`config.mk`:
```
export PLATFORM = sky130hd
export DESIGN_NAME = raas_slab_cell
export DESIGN_NICKNAME = d
export VERILOG_FILES = /design/src/sv/raas_pkg.sv /design/src/sv/raas_slab_cell.sv
export SDC_FILE = /design/constraint.sdc
export NUM_CORES = 1
export LEC_CHECK = 0
export BUFFER_PORTS_ARGS = -buffer_cell sky130_fd_sc_hd__buf_2
export CORE_AREA = 5 5 318 320
export CTS_CLUSTER_DIAMETER = 120
export DETAILED_ROUTE_END_ITERATION = 8
export DIE_AREA = 0 0 323 325
export SYNTH_ARGS = -nofsm -noshare
export SYNTH_HDL_FRONTEND = slang
export SYNTH_SLANG_ARGS = --single-unit
```
`constraint.sdc`:
```
create_clock -name i_clk -period 12.1 [get_ports i_clk]
set_input_delay 1.21 -clock i_clk [delete_from_list [all_inputs] [get_ports i_clk]]
set_output_delay 1.21 -clock i_clk [all_outputs]
set_load 0.02 [all_outputs]
```
`src/sv/raas_pkg.sv`:
```
`timescale 1ns / 1ps
`default_nettype none
package raas_pkg;
    localparam int COORD_W = 32;
    localparam int DIST_W  = 47;
    localparam int NZL_W   = 17;
    localparam int NAXIS   = 3;
    localparam int NLANE   = 2 * NAXIS;
    localparam int DEN_W   = COORD_W;
    localparam int REM_W   = COORD_W;
    localparam int CFG_DW  = 64;
    localparam int CFG_AW  = 4;

    localparam logic REG_MAX_DISTANCE   = 1'b0;
    localparam logic REG_NEAR_ZERO_LIMIT = 1'b1;

    typedef struct packed {
        logic parallel;
        logic in_slab;
    } t_axis_ctl;
endpackage
`default_nettype wire

```
`src/sv/raas_slab_cell.sv`:
```
`timescale 1ns / 1ps
`default_nettype none
module raas_slab_cell
    import raas_pkg::*;
#(
    parameter int AXIS = 0,
    parameter int QW   = 49,
    parameter int TW   = 50
) (
    input  wire logic                  i_clk,
    input  wire logic                  i_en,
    input  wire logic [QW-1:0]         i_q   [NLANE],
    input  wire logic [NLANE-1:0]      i_neg,
    input  wire t_axis_ctl             i_ctl [NAXIS],
    input  wire logic                  i_ok,
    input  wire logic signed [TW-1:0]  i_near,
    input  wire logic signed [TW-1:0]  i_far,
    output logic      [QW-1:0]         o_q   [NLANE],
    output logic      [NLANE-1:0]      o_neg,
    output t_axis_ctl                  o_ctl [NAXIS],
    output logic                       o_ok,
    output logic signed [TW-1:0]       o_near,
    output logic signed [TW-1:0]       o_far
);
    logic              n_ok;
    logic signed [TW-1:0] n_near;
    logic signed [TW-1:0] n_far;

    always_comb begin
        logic signed [TW-1:0] qa;
        logic signed [TW-1:0] qb;
        logic signed [TW-1:0] ta;
        logic signed [TW-1:0] tb;
        qa = $signed(TW'(i_q[2*AXIS]));
        qb = $signed(TW'(i_q[2*AXIS+1]));
        if (i_neg[2*AXIS])   qa = -qa;
        if (i_neg[2*AXIS+1]) qb = -qb;
        ta = (qa > qb) ? qb : qa;
        tb = (qa > qb) ? qa : qb;
        n_ok   = i_ok;
        n_near = i_near;
        n_far  = i_far;
        if (i_ok) begin
            if (i_ctl[AXIS].parallel) begin
                n_ok = i_ctl[AXIS].in_slab;
            end else if (tb < i_near || ta > i_far) begin
                n_ok = 1'b0;
            end else begin
                if (ta > i_near) n_near = ta;
                if (tb < i_far)  n_far  = tb;
            end
        end
    end

    always_ff @(posedge i_clk) begin
        if (i_en) begin
            o_q    <= i_q;
            o_neg  <= i_neg;
            o_ctl  <= i_ctl;
            o_ok   <= n_ok;
            o_near <= n_near;
            o_far  <= n_far;
        end
    end
endmodule
`default_nettype wire

```
==> metrics.md, run 1 <==
| Metric | Value |
|---|---|
| Cells after synthesis | about 1.8k |
| Post-DRT Antenna Nets | 0 |
| TritonCTS Buffers | 55 |
| Sequential share of power | 0.360 |
| Antenna violations before repair | 76 |
| Die area | roughly 0.10 mm^2 |
| HPWL after detailed placement | about 100 mm |
| Cell with the most instances after synthesis | edfxtp_1 |
| Prevailing post-synth register cell | edfxtp_1 |
| Yosys cell types | 70 |
| Req. time, crit path | 12,480 ps |
| Final hold viol count | 0 |
| Post-synth EDFFs | 407 |
| Worst Hold Slack | 735 ps |
| Post-synth top cells | edfxtp_1, ha_1, inv_1 |
| Largest net degree at the start of global routing | 100 |
| Pwr dens | between 150 and 200 mW/mm^2 |
| Netlist Area Pre-Place | between 0.02 and 0.025 mm^2 |
| GRT Total Usage | 0.209 |
| H-Tree Depth | 2 |
| Crit-path max cell delay | 710 ps |
| Port bufs | ~820 |
| Starting Density | 0.235 |
| Detail-routed net length per standard cell | approximately 29 um |
| First drt pass iteration count | 5 |
| Crit start category | primary input |
| Placed insts | ~3.9k |
| Gate power share | 0.294 |
| Clk pwr share | 0.346 |
| Cts hold-fix bufs | 0 |
| Max transition margin | 0.271 |
| Final WL | 116 mm |
| # fillers | just over 10k |
| RSZ-0062 raised after global routing | false |
| Final nets | between 3k and 4k |
| GRT Residual Overflow | 0 |
| FFs w/ async S/R, synth | 0 |
| Outcome | finished clean |
| First-pass GRT wire length | roughly 150 mm |
| Switching pwr | 1640 uW |
| Root Buffer | clkbuf_16 |
| Cell internal pwr | 3160 uW |
| Register area share after synthesis | 0.532 |
| Slowest-stage cell, CP | a2111oi_0 |
| Die width | roughly 320 um |
| Max-cap viol count | 0 |
| Worst Path Max Fanout | 59 |
| DRC | 0 |
| Flops & latches, synth | roughly 410 |
| Dominant cell type by area after synthesis | edfxtp_1 |
| Final Max Tran Viols | 0 |
| Post-Syn Area per Cell | roughly 13 um^2 |
| Post-Layout Cell Count | ~4.0k |
| Hold path depth | 1 |
| CTS sink cnt | slightly above 400 |
| Syn. warnings | 0 |
| Synth top area share | 0.532 |
| Row count | 115 |
| Period utilization | 0.962 |
| Worst EP arrival | ~12,000 ps |
| CTS tree | done |
| Syn_nets | around 2.4k |
| DR iter-0 viols | between 1k and 1.5k |
| Die H | approximately 330 um |
| Peak supply drop | a little over 100 uV |
| LEAKAGE | 0.0140 uW |
| FMAX | about 86 MHz |
| Hold Path Class | primary input to flop |
| Clock transition at path regs | 60 ps |
| Top Ports | 816 |
| Layout area overhead | 32.8% |
| Via count | ~19k |
| GP Congestion | roughly 0.90 |
| Vias/cell | ~4.7 |
| Sw Ratio | 0.342 |
| CTS Buffer Depth | 3 |
| Post-CTS Setup Bufs | 0 |
| Top cells by area, synth | edfxtp_1, ha_1, a21o_1 |
| CP Class | primary input to flop |
| Final setup viols | 0 |
| Crit end category | flop |
| Vias in the first global route | around 19k |
| Tmin final | 11,640 ps |
| Slew @ Worst Pin | around 1100 ps |
| PostCTS Resize Cnt | 0 |
| Share of cells above drive strength 1 | 0.386 |
| CORE AREA | slightly below 0.1 mm^2 |
-- per-stage QoR --
step,area [um^2],worst slack [ps],total power (uW),utilization,TNS (ps)
2_1_floorplan,23000,2920,2580,-,0
3_3_place_gp,28600,-152,3160,0.293,-6180
3_5_place_dp,28600,-182,3170,0.293,-7510
4_1_cts,30500,497,4870,0.311,0
5_1_grt,30500,103,5040,0.311,0
6_report,30500,458,4800,0.312,0
-- flip-flops by register name, summed over array words and instances, names as in the netlist --
register / cells
o_q: 294
o_far: 50
o_near: 50
o_ctl: 6
o_neg: 6
o_ok: 1
-- cell type report --
type                       count  area [um^2]  area share
clock inverter                39          407      0.0133
inverter                     161          604      0.0198
multi-input combinational   1187         9920       0.325
timing repair buffer         839         4290       0.141
antenna                       20         50.0     0.00164
sequential                   407        12200       0.401
clock buffer                  62         1400      0.0460
tap                         1287         1610      0.0528
-- metal layers --
| layer | global-route usage | share of wire |
|---|---|---|
| met5 | 0 | 0.0024 |
| met4 | 0.0558 | 0.031 |
| met3 | 0.0673 | 0.089 |
| met2 | 0.399 | 0.53 |
| met1 | 0.220 | 0.35 |
-- logic make-up (layout without fill, tap and decap cells) --
kind of cell | after synthesis | in the layout | synth area share
xor gates and xnor gates | 97 | 97 | 0.0380
muxes | 167 | 167 | 0.0861
adders and majority gates | 249 | 249 | 0.136
buffers and inverters | 197 | 1101 | 0.0370
AOI/OAI and AO/OA | 330 | 330 | 0.0952
and+or+nand+nor | 344 | 344 | 0.0760
DFF | 407 | 407 | 0.532
other | 0 | 20 | 0
-- power by group through the flow --
stage,Combinational [uW],Sequential (uW),Clock [uW]
2_1_floorplan,674,1910,0
3_3_place_gp,1410,1760,0
3_5_place_dp,1420,1760,0
4_1_cts,1430,1730,1720
5_1_grt,1530,1740,1770
6_report,1410,1730,1660
-- worst max-delay path, delay by kind of cell --
family	cells	cell delay [ps]
and+or+nand+nor	12	4330
AOI/OAI and AO/OA	14	4000
muxes	2	880
buffers and inverters	4	700
adders and majority gates	2	440
xor gates and xnor gates	1	330
-- cells in the final DEF (no fill, tap or decap), drive strengths merged, types with 3 or more instances in the layout --
| cell | count |
|---|---|
| o31ai | 24 |
| buf | 839 |
| or2 | 6 |
| and3 | 4 |
| or4 | 9 |
| clkbuf | 62 |
| ha | 248 |
| a21o | 98 |
| nor2b | 15 |
| nand2b | 13 |
| nand4 | 50 |
| mux2 | 98 |
| o21a | 8 |
| inv | 168 |
| nand2 | 74 |
| xor2 | 81 |
| edfxtp | 407 |
| a2111oi | 5 |
| o21bai | 3 |
| diode | 20 |
| nor3 | 18 |
| mux2i | 69 |
| clkinv | 19 |
| a221oi | 3 |
| o211ai | 6 |
| clkinvlp | 8 |
| o41ai | 10 |
| or3 | 21 |
| nor2 | 88 |
| nand3 | 23 |
| a211o | 3 |
| xnor2 | 15 |
| o21ai | 58 |
| bufinv | 5 |
| a21oi | 93 |
| and2 | 3 |
| nor4 | 15 |
-- worst paths after layout --
kind	startpoint	end
max	i_q[249]	o_far[15]
min	i_q[27]	o_q[27]
(Power assumes the default switching activity.)
==> run 2: changes to the inputs <==
--- a/config.mk
+++ b/config.mk
@@ -6,10 +6,11 @@
 export NUM_CORES = 1
 export LEC_CHECK = 0
 export BUFFER_PORTS_ARGS = -buffer_cell sky130_fd_sc_hd__buf_2
-export CORE_AREA = 5 5 318 320
+export CORE_AREA = 3 3 316 318
 export CTS_CLUSTER_DIAMETER = 120
 export DETAILED_ROUTE_END_ITERATION = 8
-export DIE_AREA = 0 0 323 325
+export DIE_AREA = 0 0 319 321
 export SYNTH_ARGS = -nofsm -noshare
 export SYNTH_HDL_FRONTEND = slang
 export SYNTH_SLANG_ARGS = --single-unit
+export TNS_END_PERCENT = 30
==> metrics.md, run 2 (same netlist as run 1, synthesis figures left out) <==
| Metric | Value |
|---|---|
| Outcome | finished clean |
| CTS Buffer Depth | 3 |
| TritonCTS Buffers | 53 |
| Slowest-stage cell, CP | nor4_1 |
| # fillers | 9,944 |
| Crit start category | primary input |
| Via count | 18.5k |
| FMAX | ~90 MHz |
| Fin worst setup slack | roughly 700 ps |
| Period utilization | 0.942 |
| Placed insts | between 3k and 4k |
| Dpl ws | -89.1 ps |
| CORE AREA | around 0.097 mm^2 |
| DRC | 0 |
| Final nets | approximately 3.3k |
| Worst Hold Slack | 736 ps |
| Tmin final | ~11,000 ps |
| Vias in the first global route | between 15k and 20k |
| Final hold viol count | 0 |
| Max-cap viol count | 0 |
| Sw Ratio | 0.339 |
| Slew @ Worst Pin | between 1000 and 1500 ps |
| Worst EP arrival | approximately 12,000 ps |
| Share of cells above drive strength 1 | 0.387 |
| CP Class | primary input to flop |
| CTS sink cnt | roughly 400 |
| Top Ports | 816 |
| GRT Residual Overflow | 0 |
| Clk pwr share | 0.347 |
| Root Buffer | clkbuf_16 |
| PostCTS Resize Cnt | 0 |
| Die width | 319 um |
| Final setup viols | 0 |
| Final Max Tran Viols | 0 |
| Detail-routed net length per standard cell | 28.8 um |
| RSZ-0062 raised after global routing | false |
| Max transition margin | 0.256 |
| Clock transition at path regs | 70 ps |
| First drt pass iteration count | 6 |
| Die H | between 300 and 400 um |
| Cell with the most instances on the worst path | o21ai_0 |
| Post-DRT Antenna Nets | 0 |
| LEAKAGE | 0.0140 uW |
| Post-CTS Setup Bufs | 0 |
| GP Congestion | slightly above 0.9 |
| Top reg by flops | o_q |
| Final WL | between 100 and 150 mm |
| Die area | about 0.10 mm^2 |
| Biggest regs | o_q (294), o_far (50), o_near (50) |
| GRT Total Usage | 0.215 |
| Post-Layout Cell Count | about 4k |
| Largest net degree at the start of global routing | 90 |
| Row count | ~110 |
| Commonest non-fill, non-tap cell in the layout | buf_2 |
| Largest register FFs | between 200 and 300 |
| Crit-path max cell delay | roughly 940 ps |
| Hold Path Class | primary input to flop |
| Peak supply drop | approximately 120 uV |
| Crit end category | flop |
| Req. time, crit path | roughly 12,000 ps |
| Cell internal pwr | 3170 uW |
| Worst Path Max Fanout | between 50 and 60 |
| First-pass GRT wire length | 152 mm |
| CTS tree | done |
| DR iter-0 viols | between 1k and 1.5k |
| Port bufs | between 800 and 900 |
| Starting Density | 0.237 |
| Cts hold-fix bufs | 0 |
| Layout area overhead | 32.8% |
| Sequential share of power | 0.361 |
| Gate power share | 0.292 |
| Leading cell types in the layout, fill and taps excluded | buf_2, edfxtp_1, ha_1, inv_1, a21o_1 |
| Vias/cell | about 4.6 |
| Antenna violations before repair | just over 80 |
| H-Tree Depth | 2 |
| Pwr dens | about 160 mW/mm^2 |
| Switching pwr | 1630 uW |
| HPWL after detailed placement | ~100 mm |
[run 2: cell types whose count changed in the layout (fill, tap and decap cells not counted), sizes merged]
cell | previous run | this run
inv | 168 | 167
bufinv | 5 | 7
clkinv | 19 | 21
buf | 839 | 834
diode | 20 | 19
clkbuf | 62 | 57
[run 2: cell type report]
cell class,count,area (um^2),share of cell area
repair buffers,834,4280,0.140
well taps,1276,1600,0.0524
multi-input cells,1187,9920,0.325
diodes,19,47.5,0.00156
clock inverters,42,482,0.0158
clock buffers,57,1340,0.0440
inverters,161,604,0.0198
flip-flops and latches,407,12200,0.401
[run 2: worst paths after layout]
check                 cells after the start      from         to  slack (ps)
worst max-delay path                     37  i_q[249]  o_far[29]         700
worst min-delay path                      1   i_q[39]    o_q[39]         740
[run 2: layer usage]
| metal | GRT usage | vias up | share of wire |
|---|---|---|---|
| li1 | - | 8498 | - |
| met3 | 0.0619 | 167 | 0.079 |
| met5 | 0 | - | 0.0021 |
| met4 | 0.0407 | 38 | 0.018 |
| met1 | 0.228 | 9022 | 0.36 |
| met2 | 0.421 | 784 | 0.54 |
[run 2: power by group through the flow]
stage / Combinational [uW] / Sequential (uW) / Clock, uW
after floorplan: 674 / 1910 / 0
after global placement: 1400 / 1760 / 0
after detailed placement: 1410 / 1760 / 0
after CTS: 1420 / 1730 / 1720
after global routing: 1530 / 1740 / 1770
final: 1400 / 1730 / 1670
[run 2: metrics by stage]
stage                     setup TNS (ps)  total power (uW)  utilization  instance area [um^2]
after floorplan                        0              2580            -                 23000
after global placement             -7310              3160        0.296                 28600
after detailed placement           -5850              3170        0.296                 28600
after CTS                              0              4870        0.314                 30400
after global routing                   0              5050        0.314                 30500
final                                  0              4800        0.315                 30500
[run 2: critical path, delay by kind of cell]
family / cells / cell delay [ps]
xor+xnor: 1 / 300
buf+inv: 5 / 870
mux: 1 / 320
compound gates: 15 / 3750
fa+ha+maj: 2 / 680
simple gates: 13 / 4550
