## src/sv/raas_pkg.sv

```systemverilog
`timescale 1ns / 1ps
`default_nettype none
package raas_pkg;
    localparam int COORD_W = 32;
    localparam int DIST_W  = 47;
    localparam int NZL_W   = 17;
    localparam int NAXIS   = 3;
    localparam int NLANE   = 2 * NAXIS;
    localparam int DEN_W   = COORD_W;
    localparam int REM_W   = COORD_W;
    localparam int CFG_DW  = 64;
    localparam int CFG_AW  = 4;

    localparam logic REG_MAX_DISTANCE   = 1'b0;
    localparam logic REG_NEAR_ZERO_LIMIT = 1'b1;

    typedef struct packed {
        logic parallel;
        logic in_slab;
    } t_axis_ctl;
endpackage
`default_nettype wire

```

## src/sv/raas_div_cell.sv

```systemverilog
`timescale 1ns / 1ps
`default_nettype none
module raas_div_cell
    import raas_pkg::*;
#(
    parameter int QW = 49
) (
    input  wire logic                  i_clk,
    input  wire logic                  i_en,
    input  wire logic [REM_W-1:0]      i_rem [NLANE],
    input  wire logic [QW-1:0]         i_dq  [NLANE],
    input  wire logic [DEN_W-1:0]      i_den [NAXIS],
    input  wire logic [NLANE-1:0]      i_neg,
    input  wire t_axis_ctl             i_ctl [NAXIS],
    output logic      [REM_W-1:0]      o_rem [NLANE],
    output logic      [QW-1:0]         o_dq  [NLANE],
    output logic      [DEN_W-1:0]      o_den [NAXIS],
    output logic      [NLANE-1:0]      o_neg,
    output t_axis_ctl                  o_ctl [NAXIS]
);
    logic [REM_W-1:0] n_rem [NLANE];
    logic [QW-1:0]    n_dq  [NLANE];

    always_comb begin
        logic [REM_W:0] t;
        logic [REM_W:0] d;
        for (int l = 0; l < NLANE; l++) begin
            t = {i_rem[l], i_dq[l][QW-1]};
            d = {1'b0, i_den[l/2]};
            if (t >= d) begin
                n_rem[l] = REM_W'(t - d);
                n_dq[l]  = {i_dq[l][QW-2:0], 1'b1};
            end else begin
                n_rem[l] = REM_W'(t);
                n_dq[l]  = {i_dq[l][QW-2:0], 1'b0};
            end
        end
    end

    always_ff @(posedge i_clk) begin
        if (i_en) begin
            o_rem <= n_rem;
            o_dq  <= n_dq;
            o_den <= i_den;
            o_neg <= i_neg;
            o_ctl <= i_ctl;
        end
    end
endmodule
`default_nettype wire

```

## config.mk

```make
export PLATFORM = sky130hd
export DESIGN_NAME = raas_div_cell
export DESIGN_NICKNAME = d
export VERILOG_FILES = /design/src/sv/raas_pkg.sv /design/src/sv/raas_div_cell.sv
export SDC_FILE = /design/constraint.sdc
export NUM_CORES = 1
export LEC_CHECK = 0
export BUFFER_PORTS_ARGS = -buffer_cell sky130_fd_sc_hd__buf_2
export CORE_AREA = 10 10 453 455
export CTS_BUF_LIST = sky130_fd_sc_hd__clkbuf_8 sky130_fd_sc_hd__clkbuf_16
export DETAILED_ROUTE_END_ITERATION = 7
export DIE_AREA = 0 0 463 465
export SETUP_SLACK_MARGIN = 0.15
export SLEW_MARGIN = 20
export SYNTH_ARGS = -nofsm -noshare
export SYNTH_HDL_FRONTEND = slang
export SYNTH_SLANG_ARGS = --single-unit
export TNS_END_PERCENT = 20
```

## constraint.sdc

```tcl
create_clock -name i_clk -period 4.28 [get_ports i_clk]
set_clock_uncertainty 0.15 [all_clocks]
set_input_delay 0.428 -clock i_clk [delete_from_list [all_inputs] [get_ports i_clk]]
set_output_delay 0.428 -clock i_clk [all_outputs]
set_load 0.005 [all_outputs]
```

==> results by group, run 1 <==
Status
  – Status: completed

Clock network
  – Clock sink count: 594
  – Register clock-pin slew on the reported worst setup and hold paths: 0.06 ns
  – Setup Buffers After CTS: 0
  – Worst-case clock buffer depth: 3
  – H-tree Lvls: 3
  – Root buffer cell: clkbuf_16
  – CTS tree: done
  – Cts bufs inserted: 80

Synth
  – Area leader, netlist: edfxtp_1
  – Unique masters post-synth: 85
  – Top-area cell type share of the netlist area: 0.5904
  – Asr flop ratio synth: 0
  – Synth Flop Type: edfxtp_1
  – Yosys synthesis warning count: 0
  – Seq/Total Area, Yosys: 0.5904
  – Synthesized flop and latch total: 594
  – Cells after Synth: 2338
  – Synth top cells by count: edfxtp_1 (594), a21oi_1 (203), ha_1 (192)
  – Post-synth EDFFs: 594
  – Syn Nets: 3132
  – Largest cells by area after synthesis: edfxtp_1 (59%), ha_1 (8.0%), a21oi_1 (3.4%)
  – Synthesized cell area: 30210 µm²
  – Count leader, synth: edfxtp_1
  – Syn Area/Cell: 12.92 µm²

Timing
  – Worst-Margin Slew: 0.9435 ns
  – Final setup viols: 0
  – Final count of pins violating max slew: 0
  – Total negative slack: 0 ns
  – RSZ-0062 raised after global routing: true
  – Fmax: 242.3 MHz
  – Tmin final: 4.127 ns
  – Final period util: 0.9642
  – Final Hold Vio Count: 0
  – Rel. slew slack: 0.3710

Pwr
  – VDD IR-drop max: 0.2788 mV
  – Power Total: 19.46 mW
  – Pwr Density: 399.7 nW/µm²
  – Static Leak: 20.65 nW

Setup path
  – Critical Path AT: 4.44 ns
  – Crit-path max FO: 4
  – Worst setup EP type: flip-flop
  – Crit path kind: in2reg
  – Crit path launch type: input pin
  – CP required: 4.59 ns

Global routing
  – Number of global-route vias before repair: 28890
  – Antenna violations before repair: 192
  – GRT Util Overall: 0.1939
  – Largest net degree at the start of global routing: 78
  – Total gr overflow: 0
  – First-pass GRT wire length: 282200 µm

Hold path
  – Worst hold path type: in2reg

Place
  – HPWL after DPL: 189400 µm
  – Global placer's final weighted congestion: 1.028
  – IO Port Bufs: 1189

Floorplanning
  – I/O pins: 1190
  – Chip width: 463 µm
  – Core area: 196200 µm²
  – Starting Density: 0.1540
  – Die height: 465 µm
  – DIE AREA: 215300 µm²
  – Row count: 163

Routing
  – Wirelength per Cell: 31.44 µm
  – Antenna Nets Post-Route: 0
  – Vias per cell: 4.183
  – Drt total wl: 219700 µm
  – Via count: 29220
  – # DRC: 0
  – First-pass iteration count of the detailed router: 5
  – DR iter-0 viols: 2848

Cells and area
  – Synth-to-layout area growth: 61.18%
  – Nets@finish: 5008
  – Share of cells above drive strength 1: 0.3597

Job
  – MaxCap Viol Count: 0
## cells by family after synthesis
family | Yosys count | share of synthesized area
fa+ha+maj | 198 | 0.08349
compound gates | 610 | 0.1314
mux | 115 | 0.04696
simple gates | 459 | 0.07297
buf+inv | 206 | 0.02953
flops | 594 | 0.5904
xor+xnor | 156 | 0.04522
## worst max-delay path, stage by stage
cell	delay, ns
dlygate4sd3_1	0.67
buf_2	0.23
ha_1	0.19
fa_1	0.25
nor2b_1	0.08
o31a_1	0.28
o311ai_1	0.55
o21ai_0	0.27
a41oi_1	0.31
a21oi_1	0.16
buf_4	0.19
a221o_1	0.28
a21oi_1	0.18
xnor2_1	0.07
mux2_1	0.30
## per-layer routing
layer / track usage / vias to the layer above / wire length (µm)
li1: - / 12720 / -
met1: 0.2408 / 14270 / 89400
met2: 0.2962 / 1834 / 95500
met3: 0.08845 / 377 / 27540
met4: 0.06642 / 22 / 7067
met5: 0 / - / 155
## per-stage QoR
stage | cells | util | instance area, µm² | hold slack, ns | setup slack [ns]
after floorplan | 2338 | - | 30210 | 0.3769 | 0.8565
after global placement | 6187 | 0.2036 | 39940 | 0.4540 | 0.1114
after detailed placement | 6187 | 0.2036 | 39940 | 0.4561 | 0.04572
after CTS | 6916 | 0.2473 | 48510 | 0.00002570 | 0.2617
after global routing | 6960 | 0.2479 | 48630 | 0.05565 | 0.08862
final | 6986 | 0.2482 | 48700 | 0.1134 | 0.1532
## registers in the layout, summed over array words and instances, names as in the netlist
register  count
o_rem       192
o_neg         6
o_den        96
o_dq        294
o_ctl         6
## path summary, 6_finish.rpt
check	endpoint	cells past startpoint	from
worst max-delay path	o_rem[152]	15	i_den[64]
worst min-delay path	o_rem[124]	2	i_rem[123]
## where the power goes
part           leakage (nW)  switching, mW  internal (mW)
sequential             5.81          0.424           7.18
clock                  1.34           3.08           4.05
combinational          13.5           2.70           2.02
total                  20.7           6.21           13.3
## layout make-up
class                      instances  area [µm²]
fill                           20990      147500
sequential                       594       17840
timing repair buffer            1846       12560
multi-input combinational       1538       11530
tap                             2640        3303
clock buffer                      81        2027
clock inverter                    63       686.9
inverter                         154       578.1
antenna                           70       175.2
## cells in the final DEF, fill, tap and decap left out, types with 33 or more instances in the layout
master / count
xnor2_1: 106
buf_2: 1188
a21oi_1: 203
nor2_1: 141
diode_2: 70
edfxtp_1: 594
o21ai_0: 115
mux2_4: 35
a21o_1: 93
clkbuf_16: 81
ha_1: 192
inv_1: 159
dlygate4sd3_1: 585
xor2_1: 50
nand2_1: 116
nand4_1: 33
buf_4: 56
mux2_2: 73
nand3_1: 35
## repair_timing
item | in CTS | in global routing
hold buffers | 585 | 0
setup endpoints to repair | 0 | 57
hold endpoints to repair | 585 | 0
gates resized for setup | 0 | 3
Power figures use the tool's default switching activity.
==> run 2: changes to the inputs <==
--- a/config.mk
+++ b/config.mk
@@ -11,6 +11,7 @@
 export DETAILED_ROUTE_END_ITERATION = 7
 export DIE_AREA = 0 0 463 465
 export SETUP_SLACK_MARGIN = 0.15
+export SKIP_CTS_REPAIR_TIMING = 1
 export SLEW_MARGIN = 20
 export SYNTH_ARGS = -nofsm -noshare
 export SYNTH_HDL_FRONTEND = slang
==> constraint.sdc (replaced) <==
create_clock -name i_clk -period 4.28 [get_ports i_clk]
set_clock_uncertainty 0.15 [all_clocks]
set_input_delay 0.428 -clock i_clk [delete_from_list [all_inputs] [get_ports i_clk]]
set_output_delay 0.428 -clock i_clk [all_outputs]
set_load 0.02 [all_outputs]
==> run 2 against run 1 <==
Critical path depth did not move. Clock power barely moved. Worst hold slack got worse by 0.10 ns. Combinational power rose by 14%. Global-route usage fell by 0.44 points. Core utilization fell by 0.16 points. Fmax rose by 0.34%. Design area fell by 0.66%. Non-clock buffer count fell by 26. Flip-flop and latch count did not move. Critical path type unchanged. Largest power group unchanged.
==> results by group, run 2 (synthesis results as in run 1) <==
Setup path
  – Crit path launch type: input pin (unchanged)
  – Worst setup EP type: flip-flop (unchanged)
  – Crit path kind: in2reg (unchanged)
  – Most frequent CP cell: a21oi_1 (unchanged)
  – CP required: 4.60 ns (was 4.59 ns)
  – Critical Path AT: 4.43 ns (was 4.44 ns)
  – CP max-delay cell: dlygate4sd3_1 (unchanged)
  – Crit-path max FO: 4 (unchanged)
  – Largest stage delay, worst path: 0.63 ns (was 0.67 ns)
  – Critical path cell sequence: dlygate4sd3_1 -> buf_2 -> ha_1 -> fa_1 -> nor2b_1 -> o31a_1 -> o311ai_1 -> o21ai_0 -> a41oi_1 -> a21oi_1 -> buf_4 -> a221o_1 -> a21oi_1 -> xnor2_1 -> mux2_1 (unchanged)

Cells and area
  – Nets@finish: 4982 (was 5008)
  – Commonest non-fill, non-tap cell in the layout: buf_2 (unchanged)
  – Synth-to-layout area growth: 60.12% (was 61.18%)
  – Largest register FFs: 294 (unchanged)
  – Fillers: 21010 (was 20990)
  – Largest Register: o_dq (unchanged)
  – Commonest cells after routing, fill and taps aside: buf_2 (1188), edfxtp_1 (594), dlygate4sd3_1 (559) (was buf_2 (1188), edfxtp_1 (594), dlygate4sd3_1 (585))
  – Top Registers: o_dq: 294 flops, o_rem: 192 flops, o_den: 96 flops (unchanged)
  – Share of cells above drive strength 1: 0.3612 (was 0.3597)

Timing
  – Final setup viols: 0 (unchanged)
  – Rel. slew slack: 0.3720 (was 0.3710)
  – Post-route setup slack: 0.1670 ns (was 0.1532 ns)
  – Final count of pins violating max slew: 0 (unchanged)
  – Final Hold Vio Count: 0 (unchanged)
  – Total negative slack: 0 ns (unchanged)
  – Fmax: 243.1 MHz (was 242.3 MHz)
  – Worst-Margin Slew: 0.9420 ns (was 0.9435 ns)
  – Final period util: 0.9610 (was 0.9642)
  – Tmin final: 4.113 ns (was 4.127 ns)
  – RSZ-0062 raised after global routing: false (was true)

Floorplanning
  – I/O pins: 1190 (unchanged)
  – Chip width: 463 µm (unchanged)
  – DIE AREA: 215300 µm² (unchanged)
  – Core area: 196200 µm² (unchanged)
  – Row count: 163 (unchanged)
  – Die height: 465 µm (unchanged)
  – Starting Density: 0.1540 (unchanged)

Global routing
  – First-pass GRT wire length: 270500 µm (was 282200 µm)
  – Largest net degree at the start of global routing: 78 (unchanged)
  – Total gr overflow: 0 (unchanged)
  – GRT Util Overall: 0.1895 (was 0.1939)
  – Number of global-route vias before repair: 25700 (was 28890)
  – Antenna violations before repair: 184 (was 192)

Routing
  – Vias per cell: 4.187 (was 4.183)
  – Drt total wl: 219700 µm (about the same)
  – Antenna Nets Post-Route: 0 (unchanged)
  – DR iter-0 viols: 2801 (was 2848)
  – First-pass iteration count of the detailed router: 5 (unchanged)
  – Wirelength per Cell: 31.66 µm (was 31.44 µm)
  – # DRC: 0 (unchanged)
  – Via count: 29060 (was 29220)

Clock network
  – CTS tree: done (unchanged)
  – Root buffer cell: clkbuf_16 (unchanged)
  – Worst-case clock buffer depth: 3 (unchanged)
  – Register clock-pin slew on the reported worst setup and hold paths: 0.07 ns (was 0.06 ns)
  – Cts bufs inserted: 80 (unchanged)
  – Clock sink count: 594 (unchanged)
  – H-tree Lvls: 3 (unchanged)

Job
  – MaxCap Viol Count: 0 (unchanged)

Pwr
  – Static Leak: 20.54 nW (was 20.65 nW)
  – Pwr Density: 416.1 nW/µm² (was 399.7 nW/µm²)
  – VDD IR-drop max: 0.2817 mV (was 0.2788 mV)

Place
  – Place WS: 0.04572 ns (unchanged)
  – HPWL after DPL: 189400 µm (unchanged)
  – IO Port Bufs: 1189 (unchanged)
  – Global placer's final weighted congestion: 1.028 (unchanged)

Status
  – Status: completed (unchanged)

Hold path
  – Worst hold path type: in2reg (unchanged)
-- run 2: per-stage QoR --
step                      utilization  hold WS (ns)  std cells  total power, mW  instance area [µm²]
after global placement         0.2036        0.4540       6187            12.54                39940
after floorplan                     -        0.3769       2338            10.00                30210
final                          0.2466       0.01348       6940            20.13                48380
after global routing           0.2464     -0.009884       6926            20.96                48340
after detailed placement       0.2036        0.4561       6187            12.54                39940
after CTS                      0.2174       -0.4036       6331            19.88                42660
-- run 2: final cells by class --
type,instances,area [µm²],share of cell area
repair buffers,1820,12300,0.2542
inverters,154,578.1,0.01195
clock inverters,63,686.9,0.01420
well taps,2640,3303,0.06828
diodes,50,125.1,0.002586
clock buffers,81,2027,0.04190
multi-input cells,1538,11520,0.2382
flip-flops and latches,594,17840,0.3687
-- run 2: path summary, 6_finish.rpt --
kind / startpoint / end / slack, ns / cells after the start
hold / removal: i_rem[67] / o_rem[68] / 0.01 / 3
setup / recovery: i_den[64] / o_rem[152] / 0.17 / 15
-- run 2: routing by layer --
| metal | wire length (µm) | part of all wire | GRT usage |
|---|---|---|---|
| met5 | 206 | 0.00094 | 0 |
| met4 | 7073 | 0.032 | 0.07433 |
| met3 | 28580 | 0.13 | 0.09165 |
| met2 | 95520 | 0.43 | 0.2826 |
| met1 | 88310 | 0.40 | 0.2342 |
-- run 2: critical path: cells and delay by family --
kind | cells | cell delay [ns]
compound gates | 7 | 2.08
buf+inv | 3 | 1.02
fa+ha+maj | 2 | 0.44
mux | 1 | 0.30
simple gates | 1 | 0.08
xor+xnor | 1 | 0.07
-- run 2: power by group --
part | switching (mW) | leakage (nW) | internal [mW]
Clock | 3.08 | 1.34 | 4.05
Combinational | 3.37 | 13.4 | 2.01
Sequential | 0.425 | 5.81 | 7.18
